## src/hdl/drt_pkg.sv

```systemverilog
// Package for the dirty region table: sizes, operation and status codes,
// the entry type carried along the cell chain and the cell control struct.
// No dependencies.
package drt_pkg;

  // Table size and derived widths.
  localparam int unsigned MAX_ENTRIES = 256;
  localparam int unsigned IDX_W       = $clog2(MAX_ENTRIES);
  localparam int unsigned CNT_W       = $clog2(MAX_ENTRIES + 1);
  localparam int unsigned STEP_W      = $clog2(MAX_ENTRIES + 2);

  // Fixed field widths of the ports.
  localparam int unsigned OPC_W       = 2;
  localparam int unsigned START_W     = 24;
  localparam int unsigned LEN_W       = 16;
  localparam int unsigned INDEX_W     = 8;
  localparam int unsigned STATUS_W    = 3;
  localparam int unsigned COUNT_OUT_W = 9;

  typedef enum logic [OPC_W-1:0] {
    OP_CLEAR    = 2'd0,
    OP_REGISTER = 2'd1,
    OP_COALESCE = 2'd2,
    OP_READ     = 2'd3
  } opcode_e;

  typedef enum logic [STATUS_W-1:0] {
    ST_COVERED  = 3'd0,
    ST_ENLARGED = 3'd1,
    ST_ADDED    = 3'd2,
    ST_OVERFLOW = 3'd3,
    ST_DONE     = 3'd4
  } status_e;

  // One table entry as it travels through the chain.
  typedef struct packed {
    logic               valid;
    logic [START_W-1:0] start;
    logic [LEN_W-1:0]   len;
  } entry_t;

  typedef enum logic [1:0] {
    CELL_HOLD  = 2'd0,
    CELL_SHIFT = 2'd1,
    CELL_SORT  = 2'd2,
    CELL_INIT  = 2'd3
  } cell_op_e;

  // Control broadcast from the sequencer to every cell.
  typedef struct packed {
    cell_op_e         op;
    logic             phase;
    logic [CNT_W-1:0] count;
  } cell_ctrl_t;

  // Sort key: valid entries first, then ascending start address.
  function automatic logic [START_W:0] sort_key(input entry_t e);
    return {~e.valid, e.start};
  endfunction

endpackage

```

## src/hdl/drt_cell.sv

```systemverilog
// One cell of the dirty region table chain: holds one entry and either
// keeps it, takes its right neighbor's entry, compare-swaps with a neighbor,
// or marks itself valid when its index is below the count. Depends on drt_pkg.
module drt_cell (
  input  logic                       clk_i,
  input  drt_pkg::cell_ctrl_t        ctrl_i,
  input  logic [drt_pkg::IDX_W-1:0]  idx_i,
  input  drt_pkg::entry_t            left_i,
  input  drt_pkg::entry_t            right_i,
  output drt_pkg::entry_t            entry_o
);

  drt_pkg::entry_t entry_q, entry_d;
  logic            is_low;

  // Next entry, chosen by the broadcast operation.
  always_comb begin
    is_low  = (idx_i[0] == ctrl_i.phase);
    entry_d = entry_q;
    case (ctrl_i.op)
      drt_pkg::CELL_HOLD: begin
        entry_d = entry_q;
      end
      drt_pkg::CELL_SHIFT: begin
        entry_d = right_i;
      end
      drt_pkg::CELL_SORT: begin
        // The lower cell of a pair keeps the smaller key, the upper the larger.
        if (is_low) begin
          if (drt_pkg::sort_key(entry_q) > drt_pkg::sort_key(right_i)) begin
            entry_d = right_i;
          end
        end else begin
          if (drt_pkg::sort_key(left_i) > drt_pkg::sort_key(entry_q)) begin
            entry_d = left_i;
          end
        end
      end
      drt_pkg::CELL_INIT: begin
        entry_d.valid = (drt_pkg::CNT_W'(idx_i) < ctrl_i.count);
      end
      default: begin
        entry_d = entry_q;
      end
    endcase
  end

  // Entry storage needs no reset.
  always_ff @(posedge clk_i) begin
    entry_q <= entry_d;
  end

  assign entry_o = entry_q;

endmodule
```

## config.mk

```make
export PLATFORM = sky130hd
export DESIGN_NAME = drt_cell
export DESIGN_NICKNAME = d
export VERILOG_FILES = /design/src/hdl/drt_pkg.sv /design/src/hdl/drt_cell.sv
export SDC_FILE = /design/constraint.sdc
export NUM_CORES = 1
export LEC_CHECK = 0
export BUFFER_PORTS_ARGS = -buffer_cell sky130_fd_sc_hd__buf_2
export CAP_MARGIN = 20
export CORE_MARGIN = 2
export CORE_UTILIZATION = 48
export CTS_CLUSTER_DIAMETER = 40
export CTS_CLUSTER_SIZE = 25
export DETAILED_ROUTE_END_ITERATION = 6
export GPL_TIMING_DRIVEN = 0
export PLACE_DENSITY = 0.81
export SYNTH_ARGS = -nofsm -noshare
export SYNTH_HDL_FRONTEND = slang
export SYNTH_SLANG_ARGS = --single-unit
```

## constraint.sdc

```tcl
create_clock -name clk_i -period 5.5 [get_ports clk_i]
set_clock_uncertainty 0.1 [all_clocks]
set_input_delay 0.825 -clock clk_i [delete_from_list [all_inputs] [get_ports clk_i]]
set_output_delay 0.825 -clock clk_i [all_outputs]
set_load 0.1 [all_outputs]
```

==> results of run 1 <==
==> metrics by stage <==
stage          setup WS [ns]  std cells  cell area [um2]  total power [W]
2_1_floorplan          0.704        331             3190         0.000710
3_3_place_gp          -0.240        551             4010         0.000802
3_5_place_dp            1.71        552             4040         0.000817
4_1_cts                 2.04        560             4160          0.00107
5_1_grt                 1.86        560             4160          0.00112
6_report                2.06        560             4160          0.00106
==> critical path, delay by kind of cell <==
kind	cells	cell delay (ns)
AO/OA/AOI/OAI	3	0.95
AND/OR/NAND/NOR	3	0.88
buffers and inverters	2	0.38
adder cells (fa/ha/maj)	1	0.31
==> kinds of logic (layout without fill, tap and decap cells) <==
logic type | count (synthesis) | in the layout | synth area share, %
multiplexers | 17 | 17 | 6.00
AND/OR/NAND/NOR | 72 | 72 | 10.7
XOR/XNOR | 1 | 1 | 0.274
buffers and inverters | 67 | 219 | 8.07
adder cells (fa/ha/maj) | 57 | 57 | 22.3
AO/OA/AOI/OAI | 76 | 76 | 14.1
flip-flops | 41 | 41 | 38.6
==> final cells by class <==
class | instances | share of cell area (%)
Buffer | 6 | 0.692
Clock buffer | 5 | 1.65
Clock inverter | 3 | 1.11
Inverter | 61 | 5.51
Multi-Input combinational cell | 223 | 41.2
Sequential cell | 41 | 29.6
Tap cell | 77 | 2.32
Timing Repair Buffer | 144 | 17.9
==> where the power goes <==
part           internal (W)  switching [W]
Sequential         0.000379      0.0000148
Clock              0.000136       0.000116
Combinational      0.000114       0.000300
Total              0.000629       0.000432
==> layer usage <==
metal	up-vias	track usage (%)	routed length [um]
met5	-	0	0
met1	1345	26.2	3190
met4	0	5.48	100
met2	99	39.4	4010
met3	8	5.10	545
li1	1480	-	-
==> Yosys cell counts, types with 2 or more instances <==
library cell,count,area share (%)
sky130_fd_sc_hd__o21ai_1,11,1.7
sky130_fd_sc_hd__inv_1,61,7.2
sky130_fd_sc_hd__mux2_1,14,4.9
sky130_fd_sc_hd__edfxtp_1,41,39
sky130_fd_sc_hd__a211oi_1,2,0.47
sky130_fd_sc_hd__nand2_1,40,4.7
sky130_fd_sc_hd__ha_1,57,22
sky130_fd_sc_hd__o21ai_0,24,3.8
sky130_fd_sc_hd__nand2b_1,4,0.78
sky130_fd_sc_hd__a2111oi_0,2,0.55
sky130_fd_sc_hd__a21oi_1,21,3.3
sky130_fd_sc_hd__nand3_1,3,0.47
sky130_fd_sc_hd__a21o_1,5,1.2
sky130_fd_sc_hd__buf_2,2,0.31
sky130_fd_sc_hd__nor3_1,4,0.63
sky130_fd_sc_hd__clkbuf_1,3,0.35
sky130_fd_sc_hd__o21a_1,2,0.47
sky130_fd_sc_hd__nor2_1,7,0.82
sky130_fd_sc_hd__nand4_1,8,1.6
sky130_fd_sc_hd__mux2_2,3,1.1
==> cells in the final DEF (no fill, tap or decap), types with 4 or more instances in the layout <==
cell type / instances
sky130_fd_sc_hd__clkbuf_8: 5
sky130_fd_sc_hd__ha_1: 57
sky130_fd_sc_hd__o21ai_1: 10
sky130_fd_sc_hd__a21oi_1: 21
sky130_fd_sc_hd__nand2_1: 40
sky130_fd_sc_hd__buf_2: 145
sky130_fd_sc_hd__edfxtp_1: 41
sky130_fd_sc_hd__nor2_1: 7
sky130_fd_sc_hd__mux2_1: 14
sky130_fd_sc_hd__o21ai_0: 24
sky130_fd_sc_hd__nor3_1: 4
sky130_fd_sc_hd__inv_1: 61
sky130_fd_sc_hd__nand2b_1: 4
sky130_fd_sc_hd__a21o_1: 5
sky130_fd_sc_hd__nand4_1: 8
==> path summary, 6_finish.rpt <==
check	startpoint	end	slack (ns)	cells past startpoint
setup / recovery	right_i[40]	entry_o[36]	2.06	9
hold / removal	right_i[5]	entry_o[5]	0.70	2
setup reg to reg	entry_o[39]	entry_o[36]	2.26	8
hold reg to reg	entry_o[40]	entry_o[40]	1.00	5
==> impl_metrics.csv, run 1 <==
group,metric,value,unit
outcome,outcome,"finished, final reports clean",
timing,fin_hold_ws,0.702,ns
floorplanning,placeableCoreArea,0.00639,mm2
place,detailedPlacementHpwl,6.47,mm
critical_path,crit_required,5.41,ns
floorplanning,floorplan.initialDensity,50.0,%
yosys,postSynthAreaPerCell,9.65,um2
hold_path,hp-class,"in -> reg",
timing,fin_tns_setup,0,ns
power,max-vdd-ir-drop,0.000167,V
clock_network,cts_tree,"done",
grt,grt_pass1_vias,2972,
clock_network,cts_inserted_buffers,5,
flow_run,drv_cap,0,
critical_path,crit_path_end_kind,"flip-flop",
floorplanning,design.die.area,0.00732,mm2
timing,timing_hold_violations_final,0,
yosys,part_of_the_yosys_area_used_for_sequential_elements,38.6,%
final_layout,final_nets,642,
timing,timing_max_transition_violations_final,0,
clock_network,cts-root-buf,"sky130_fd_sc_hd__clkbuf_8",
floorplanning,die-height,85.6,um
grt,antenna_found_initial,0,
route,antenna_left,0,
clock_network,htree_levels,2,
route,route.vias.total,2932,
yosys,yosys_warnings,0,
critical_path,timing.critical_path.from_type,"input pin",
yosys,postSynthRegisterBits,41,
route,via_per_inst,5.24,
grt,grt_usage,21.8,%
route,detailedRoute.firstIterationViolations,101,
critical_path,arrival,3.35,ns
yosys,synth.cell_area,0.00319,mm2
yosys,dominantRegCellSynth,"sky130_fd_sc_hd__edfxtp_1",
floorplanning,design.portCount,144,
place,routabilityCongestion,0.856,
critical_path,criticalPathCategory,"in -> reg",
yosys,async_reset_ff_share,0,%
final_layout,multiInputGateArea,0.00172,mm2
clock_network,cts_num_sinks,41,
route,routed_wl,7.84,mm
final_layout,areaGrowthSynthToFinish,30.3,%
clock_network,clk_path_buf_depth,2,
clock_network,path_clk_slew,0.09,ns
clock_network,clock_latency_on_the_worst_skew_pair,0.30,ns
final_layout,utilization,65.1,%
timing,fin_crit_share,62.6,%
final_layout,fraction_of_layout_instances_using_a_drive_strength_above_1,34.2,%
timing,max_slew_headroom_at_the_worst_pin,48.2,%
timing,timing_worst_slew_pin_value,0.774,ns
route,drc,0,
grt,pin_count_of_the_biggest_net_entering_global_routing,22,
floorplanning,core.rowCount,29,
final_layout,diodes,0,
power,power_density,255,mW/mm2
floorplanning,die_w,85.6,um
timing,max_clock_freq,0.291,GHz
critical_path,slowest_delay,0.63,ns
clock_network,cts-resized-gates,0,
route,avg_wl_per_cell,14.0,um
grt,grt.overflow.total,0,
critical_path,worstPathCellList,"buf_2 -> ha_1 -> nand4_1 -> nor4_1 -> nand2_1 -> o211ai_2 -> a211oi_2 -> o21ai_4 -> buf_16",
yosys,post_synth_edffs,41,
grt,first_pass_grt_wire_length,12.8,mm
clock_network,post-cts-setup-buffers,0,
yosys,synth_cell_types,37,
final_layout,area.sequential,0.00123,mm2
final_layout,largest_reg_flops,41,
final_layout,number_of_filler_cells_placed_in_the_layout,549,
timing,period_needed,3.44,ns
timing,unrepaired_setup_endpoints_after_global_routing,"false",
clock_network,count_of_hold_buffers_inserted_by_post_cts_repair,0,
critical_path,timing.critical_path.fanout_max,21,
yosys,post_synth_inst_count,331,
critical_path,timing.critical_path.slowest_stage_cell,"sky130_fd_sc_hd__o21ai_4",
route,drt-pass1-iter-count,5,
timing,timing.final.setup_violations,0,
power,power_leakage,2.13,nW
place,portBuffers,143,
yosys,synth_fp_nets,491,
(Power assumes the default switching activity.)
==> run 2, diff against run 1 <==
==> constraint.sdc (replaced) <==
create_clock -name clk_i -period 3.6 [get_ports clk_i]
set_clock_uncertainty 0.1 [all_clocks]
set_input_delay 0.54 -clock clk_i [delete_from_list [all_inputs] [get_ports clk_i]]
set_output_delay 0.54 -clock clk_i [all_outputs]
set_load 0.1 [all_outputs]
==> impl_metrics.csv, run 2 (same netlist as run 1, synthesis figures left out) <==
group,metric,value,unit
outcome,outcome,"finished, final reports clean",
grt,grt_usage,21.5,%
critical_path,arrival,2.97,ns
final_layout,layout.cells.most_common,"sky130_fd_sc_hd__buf_2",
power,power_density,372,mW/mm2
route,detailedRoute.firstIterationViolations,129,
clock_network,cts_inserted_buffers,5,
timing,max_clock_freq,0.326,GHz
floorplanning,floorplan.initialDensity,50.0,%
route,via_per_inst,5.24,
route,routed_wl,7.89,mm
power,power.share.switching,42.5,%
hold_path,hp-class,"in -> reg",
grt,grt.overflow.total,0,
timing,timing.final.setup_violations,0,
floorplanning,design.die.area,0.00732,mm2
floorplanning,die_w,85.6,um
route,drc,0,
final_layout,largest_reg_flops,41,
final_layout,fraction_of_layout_instances_using_a_drive_strength_above_1,35.4,%
clock_network,count_of_hold_buffers_inserted_by_post_cts_repair,0,
flow_run,drv_cap,0,
final_layout,utilization,65.4,%
critical_path,timing.critical_path.fanout_max,28,
timing,fin_crit_share,85.3,%
route,antenna_left,0,
timing,unrepaired_setup_endpoints_after_global_routing,"false",
grt,grt_pass1_vias,2840,
final_layout,mostFrequentLayoutCells,"145 x sky130_fd_sc_hd__buf_2, 58 x sky130_fd_sc_hd__inv_1, 54 x sky130_fd_sc_hd__ha_1",
floorplanning,placeableCoreArea,0.00639,mm2
clock_network,cts_tree,"done",
route,avg_wl_per_cell,14.1,um
power,share_comb_of_total_power,41.2,%
final_layout,final_nets,642,
final_layout,diodes,0,
critical_path,crit_path_end_kind,"flip-flop",
power,power.total,0.00155,W
clock_network,cts-resized-gates,0,
grt,antenna_found_initial,0,
timing,period_needed,3.07,ns
clock_network,cts-root-buf,"sky130_fd_sc_hd__clkbuf_8",
route,drt-pass1-iter-count,4,
timing,timing_worst_slew_pin_value,0.595,ns
power,power_report.internal_total,0.000893,W
clock_network,clk_path_buf_depth,2,
floorplanning,die-height,85.6,um
clock_network,post-cts-setup-buffers,0,
grt,pin_count_of_the_biggest_net_entering_global_routing,29,
grt,first_pass_grt_wire_length,12.5,mm
clock_network,htree_levels,2,
timing,timing_hold_violations_final,0,
clock_network,clock_latency_on_the_worst_skew_pair,0.30,ns
critical_path,slowest_delay,0.56,ns
timing,fin_hold_ws,0.419,ns
critical_path,timing.critical_path.slowest_stage_cell,"sky130_fd_sc_hd__nor4_1",
clock_network,path_clk_slew,0.09,ns
power,power_switching,0.000660,W
place,routabilityCongestion,0.856,
clock_network,cts_num_sinks,41,
critical_path,timing.critical_path.from_type,"flip-flop",
route,route.vias.total,2935,
power,p_clk_share,20.0,%
floorplanning,design.portCount,144,
final_layout,areaGrowthSynthToFinish,30.7,%
place,detailedPlacementHpwl,6.64,mm
timing,fin_tns_setup,0,ns
critical_path,worstPathCellList,"ha_1 -> nand4_1 -> nor4_1 -> nand2_1 -> o211ai_2 -> a211oi_2 -> o21ai_4 -> buf_12",
critical_path,crit_required,3.50,ns
floorplanning,core.rowCount,29,
power,max-vdd-ir-drop,0.000252,V
power,power.sequential.fraction,38.8,%
timing,timing_max_transition_violations_final,0,
place,portBuffers,143,
timing,max_slew_headroom_at_the_worst_pin,59.3,%
power,power_leakage,2.11,nW
critical_path,criticalPathCategory,"reg -> reg",
==> run 2: area by class of cell <==
class                   count  area, um2
multi-input cells         223       1760
inverters                  61        229
plain buffers               6       28.8
flip-flops and latches     41       1230
fillers                   541       2210
repair buffers            144        736
clock buffers               5       68.8
clock inverters             3       22.5
well taps                  77       96.3
==> run 2: worst paths after layout <==
check | endpoint | start | slack (ns) | cells past startpoint
worst max-delay path | entry_o[37] | entry_o[39] | 0.53 | 8
worst min-delay path | entry_o[12] | right_i[12] | 0.42 | 2
worst max register to register | entry_o[37] | entry_o[39] | 0.53 | 8
worst min register to register | entry_o[40] | entry_o[40] | 0.96 | 5
==> run 2: power groups by stage <==
stage               combinational, W  sequential [W]  clock (W)
detailed placement          0.000640        0.000613          0
global placement            0.000621        0.000612          0
finish                      0.000640        0.000602   0.000311
floorplan                   0.000210        0.000882          0
global route                0.000691        0.000607   0.000339
CTS                         0.000643        0.000603   0.000319
==> run 2: critical path, delay by kind of cell, from the launching register on <==
kind            cells  cell delay [ns]
compound gates      3             0.78
fa+ha+maj           1             0.34
buf+inv             1             0.26
flops               1             0.44
simple gates        3             0.84
==> run 2: per-layer routing <==
layer  up-vias  wire [um]  GRT usage [%]
li1       1483          -              -
met1      1330       3280           26.5
met2       111       3870           37.3
met3        11        615           5.97
met4         0        116           5.48
met5         -          0              0
==> run 2: metrics by stage <==
step	worst slack, ns	cells	instance area [um2]
floorplan	0.0372	331	3250
global placement	-0.0814	551	4060
detailed placement	0.298	552	4080
CTS	0.486	560	4170
global route	0.319	560	4170
finish	0.528	560	4170
==> run 3, diff against run 2 <==
--- a/config.mk
+++ b/config.mk
@@ -14,6 +14,7 @@
 export DETAILED_ROUTE_END_ITERATION = 6
 export GPL_TIMING_DRIVEN = 0
 export PLACE_DENSITY = 0.81
+export RECOVER_POWER = 100
 export SYNTH_ARGS = -nofsm -noshare
 export SYNTH_HDL_FRONTEND = slang
 export SYNTH_SLANG_ARGS = --single-unit
==> impl_metrics.csv, run 3 (same netlist as run 1, synthesis figures left out) <==
group,metric,value,unit
clock_network,cts_inserted_buffers,5,
hold_path,hp-class,"in -> reg",
grt,grt_usage,21.5,%
route,drc,0,
power,power_leakage,1.98,nW
critical_path,crit_required,3.50,ns
final_layout,fraction_of_layout_instances_using_a_drive_strength_above_1,25.9,%
critical_path,arrival,3.03,ns
floorplanning,die_w,85.6,um
final_layout,post-route-cell-area,0.00411,mm2
power,max-vdd-ir-drop,0.000252,V
timing,max_slew_headroom_at_the_worst_pin,18.8,%
final_layout,largest_reg_flops,41,
critical_path,timing.critical_path.from_type,"flip-flop",
power,power_density,375,mW/mm2
route,detailedRoute.firstIterationViolations,75,
grt,grtUsageMet2,37.3,%
clock_network,path_clk_slew,0.09,ns
grt,antenna_found_initial,0,
hold_path,min_path_cells,2,
final_layout,mostFrequentLayoutCells,"102 x sky130_fd_sc_hd__buf_2, 58 x sky130_fd_sc_hd__inv_1, 54 x sky130_fd_sc_hd__ha_1",
place,routabilityCongestion,0.856,
power,power.total,0.00154,W
route,antenna_left,0,
grt,pin_count_of_the_biggest_net_entering_global_routing,29,
critical_path,crit_path_end_kind,"flip-flop",
floorplanning,design.die.area,0.00732,mm2
power,power.share.switching,42.9,%
route,route.vias.total,2926,
clock_network,post-cts-setup-buffers,0,
critical_path,rr_startpoint,"entry_o[39]",
outcome,outcome,"finished, final reports clean",
clock_network,htree_levels,2,
critical_path,reg2reg_slack,0.47,ns
grt,grtUsageMet1,26.5,%
floorplanning,design.portCount,144,
route,drt-pass1-iter-count,4,
flow_run,drv_cap,0,
clock_network,cts_num_sinks,41,
floorplanning,placeableCoreArea,0.00639,mm2
critical_path,timing.critical_path.slowest_stage_cell,"sky130_fd_sc_hd__nor4_1",
route,via_per_inst,5.23,
timing,timing.final.setup_violations,0,
power,power_switching,0.000661,W
grt,grt_pass1_vias,2840,
grt,grt.overflow.total,0,
floorplanning,floorplan.initialDensity,50.0,%
timing,timing_max_transition_violations_final,0,
hold_path,hold_wc_startpoint,"right_i[12]",
place,place_area,0.00408,mm2
critical_path,slowest_delay,0.56,ns
clock_network,clock_latency_on_the_worst_skew_pair,0.30,ns
power,share_comb_of_total_power,40.6,%
final_layout,areaGrowthSynthToFinish,28.7,%
critical_path,worstPathCellList,"ha_1 -> nand4_1 -> nor4_1 -> nand2_1 -> o211ai_1 -> a211oi_2 -> o21ai_4 -> buf_12",
clock_network,cts-root-buf,"sky130_fd_sc_hd__clkbuf_8",
critical_path,timing.critical_path.max_delay_family,"simple AND/OR/NAND/NOR gates",
hold_path,worst_hold_path.endpoint,"entry_o[12]",
critical_path,worstReg2RegEnd,"entry_o[32]",
critical_path,timing.critical_path.fanout_max,28,
grt,grt-busiest-layer,"met2",
timing,period_needed,3.13,ns
clock_network,count_of_hold_buffers_inserted_by_post_cts_repair,0,
power,power.sequential.fraction,39.2,%
timing,timing_hold_violations_final,0,
final_layout,diodes,0,
place,portBuffers,143,
floorplanning,die-height,85.6,um
route,routed_wl,7.91,mm
timing,fin_crit_share,87.0,%
critical_path,reg2reg_path_depth,8,
timing,timing_worst_slew_pin_value,1.22,ns
power,power_report.internal_total,0.000880,W
final_layout,final_nets,642,
clock_network,cts-resized-gates,0,
floorplanning,core.rowCount,29,
grt,grt.met3_usage,5.97,%
power,p_clk_share,20.2,%
critical_path,cp_num_buf_inv,1,
timing,unrepaired_setup_endpoints_after_global_routing,"false",
route,avg_wl_per_cell,14.1,um
clock_network,clk_path_buf_depth,2,
critical_path,criticalPathCategory,"reg -> reg",
grt,first_pass_grt_wire_length,12.5,mm
final_layout,utilization,64.3,%
place,detailedPlacementHpwl,6.64,mm
clock_network,cts_tree,"done",
final_layout,layout.cells.most_common,"sky130_fd_sc_hd__buf_2",
timing,max_clock_freq,0.319,GHz
run 3: cell count changes in the layout (fill, tap and decap cells not counted):
cell                       change
sky130_fd_sc_hd__o21ai_1       -6
sky130_fd_sc_hd__buf_2        -43
sky130_fd_sc_hd__clkbuf_1     +44
sky130_fd_sc_hd__o211ai_2      -1
sky130_fd_sc_hd__nor2_2        -1
sky130_fd_sc_hd__nor2_1        +1
sky130_fd_sc_hd__o21ai_0       +6
sky130_fd_sc_hd__buf_4         -1
sky130_fd_sc_hd__o211ai_1      +1
run 3: layout make-up:
cell class	instances	area [um2]
plain buffers	6	23.8
clock buffers	5	68.8
clock inverters	3	22.5
fillers	564	2280
inverters	61	229
multi-input cells	223	1750
flip-flops and latches	41	1230
well taps	77	96.3
repair buffers	144	683
run 3: worst max path at each step:
stage / start / endpoint / cells past startpoint
6_report: entry_o[39] / entry_o[32] / 8
5_1_grt: entry_o[39] / entry_o[32] / 8
4_1_cts: entry_o[39] / entry_o[31] / 8
3_5_place_dp: right_i[40] / entry_o[27] / 9
3_3_place_gp: right_i[39] / entry_o[27] / 9
2_1_floorplan: entry_o[35] / entry_o[0] / 7
run 3: metal layers:
layer  vias to the layer above  part of all wire, %  wire [um]
met1                      1322                   41       3280
met2                       112                   49       3870
met4                         0                  1.4        114
met5                         -                    0          0
met3                        11                  8.2        651
li1                       1481                    -          -
run 3: worst reg2reg max path, stage by stage, from the launching register on:
cell,delay (ns)
sky130_fd_sc_hd__edfxtp_1,0.44
sky130_fd_sc_hd__ha_1,0.34
sky130_fd_sc_hd__nand4_1,0.16
sky130_fd_sc_hd__nor4_1,0.57
sky130_fd_sc_hd__nand2_1,0.12
sky130_fd_sc_hd__o211ai_1,0.23
sky130_fd_sc_hd__a211oi_2,0.14
sky130_fd_sc_hd__o21ai_4,0.46
sky130_fd_sc_hd__buf_12,0.26
run 3: power by group through the flow:
stage          clock [W]  sequential (W)  combinational, W
6_report        0.000312        0.000604          0.000626
5_1_grt         0.000339        0.000608          0.000677
4_1_cts         0.000319        0.000603          0.000643
3_5_place_dp           0        0.000613          0.000640
3_3_place_gp           0        0.000612          0.000621
2_1_floorplan          0        0.000882          0.000210
run 3: metrics by stage:
step	setup slack [ns]	setup TNS (ns)	cells	hold slack, ns
floorplan	0.0372	0	331	0.627
global placement	-0.0814	-3.20	551	0.721
detailed placement	0.298	0	552	0.725
CTS	0.486	0	560	0.413
global route	0.279	0	560	0.408
finish	0.470	0	560	0.419
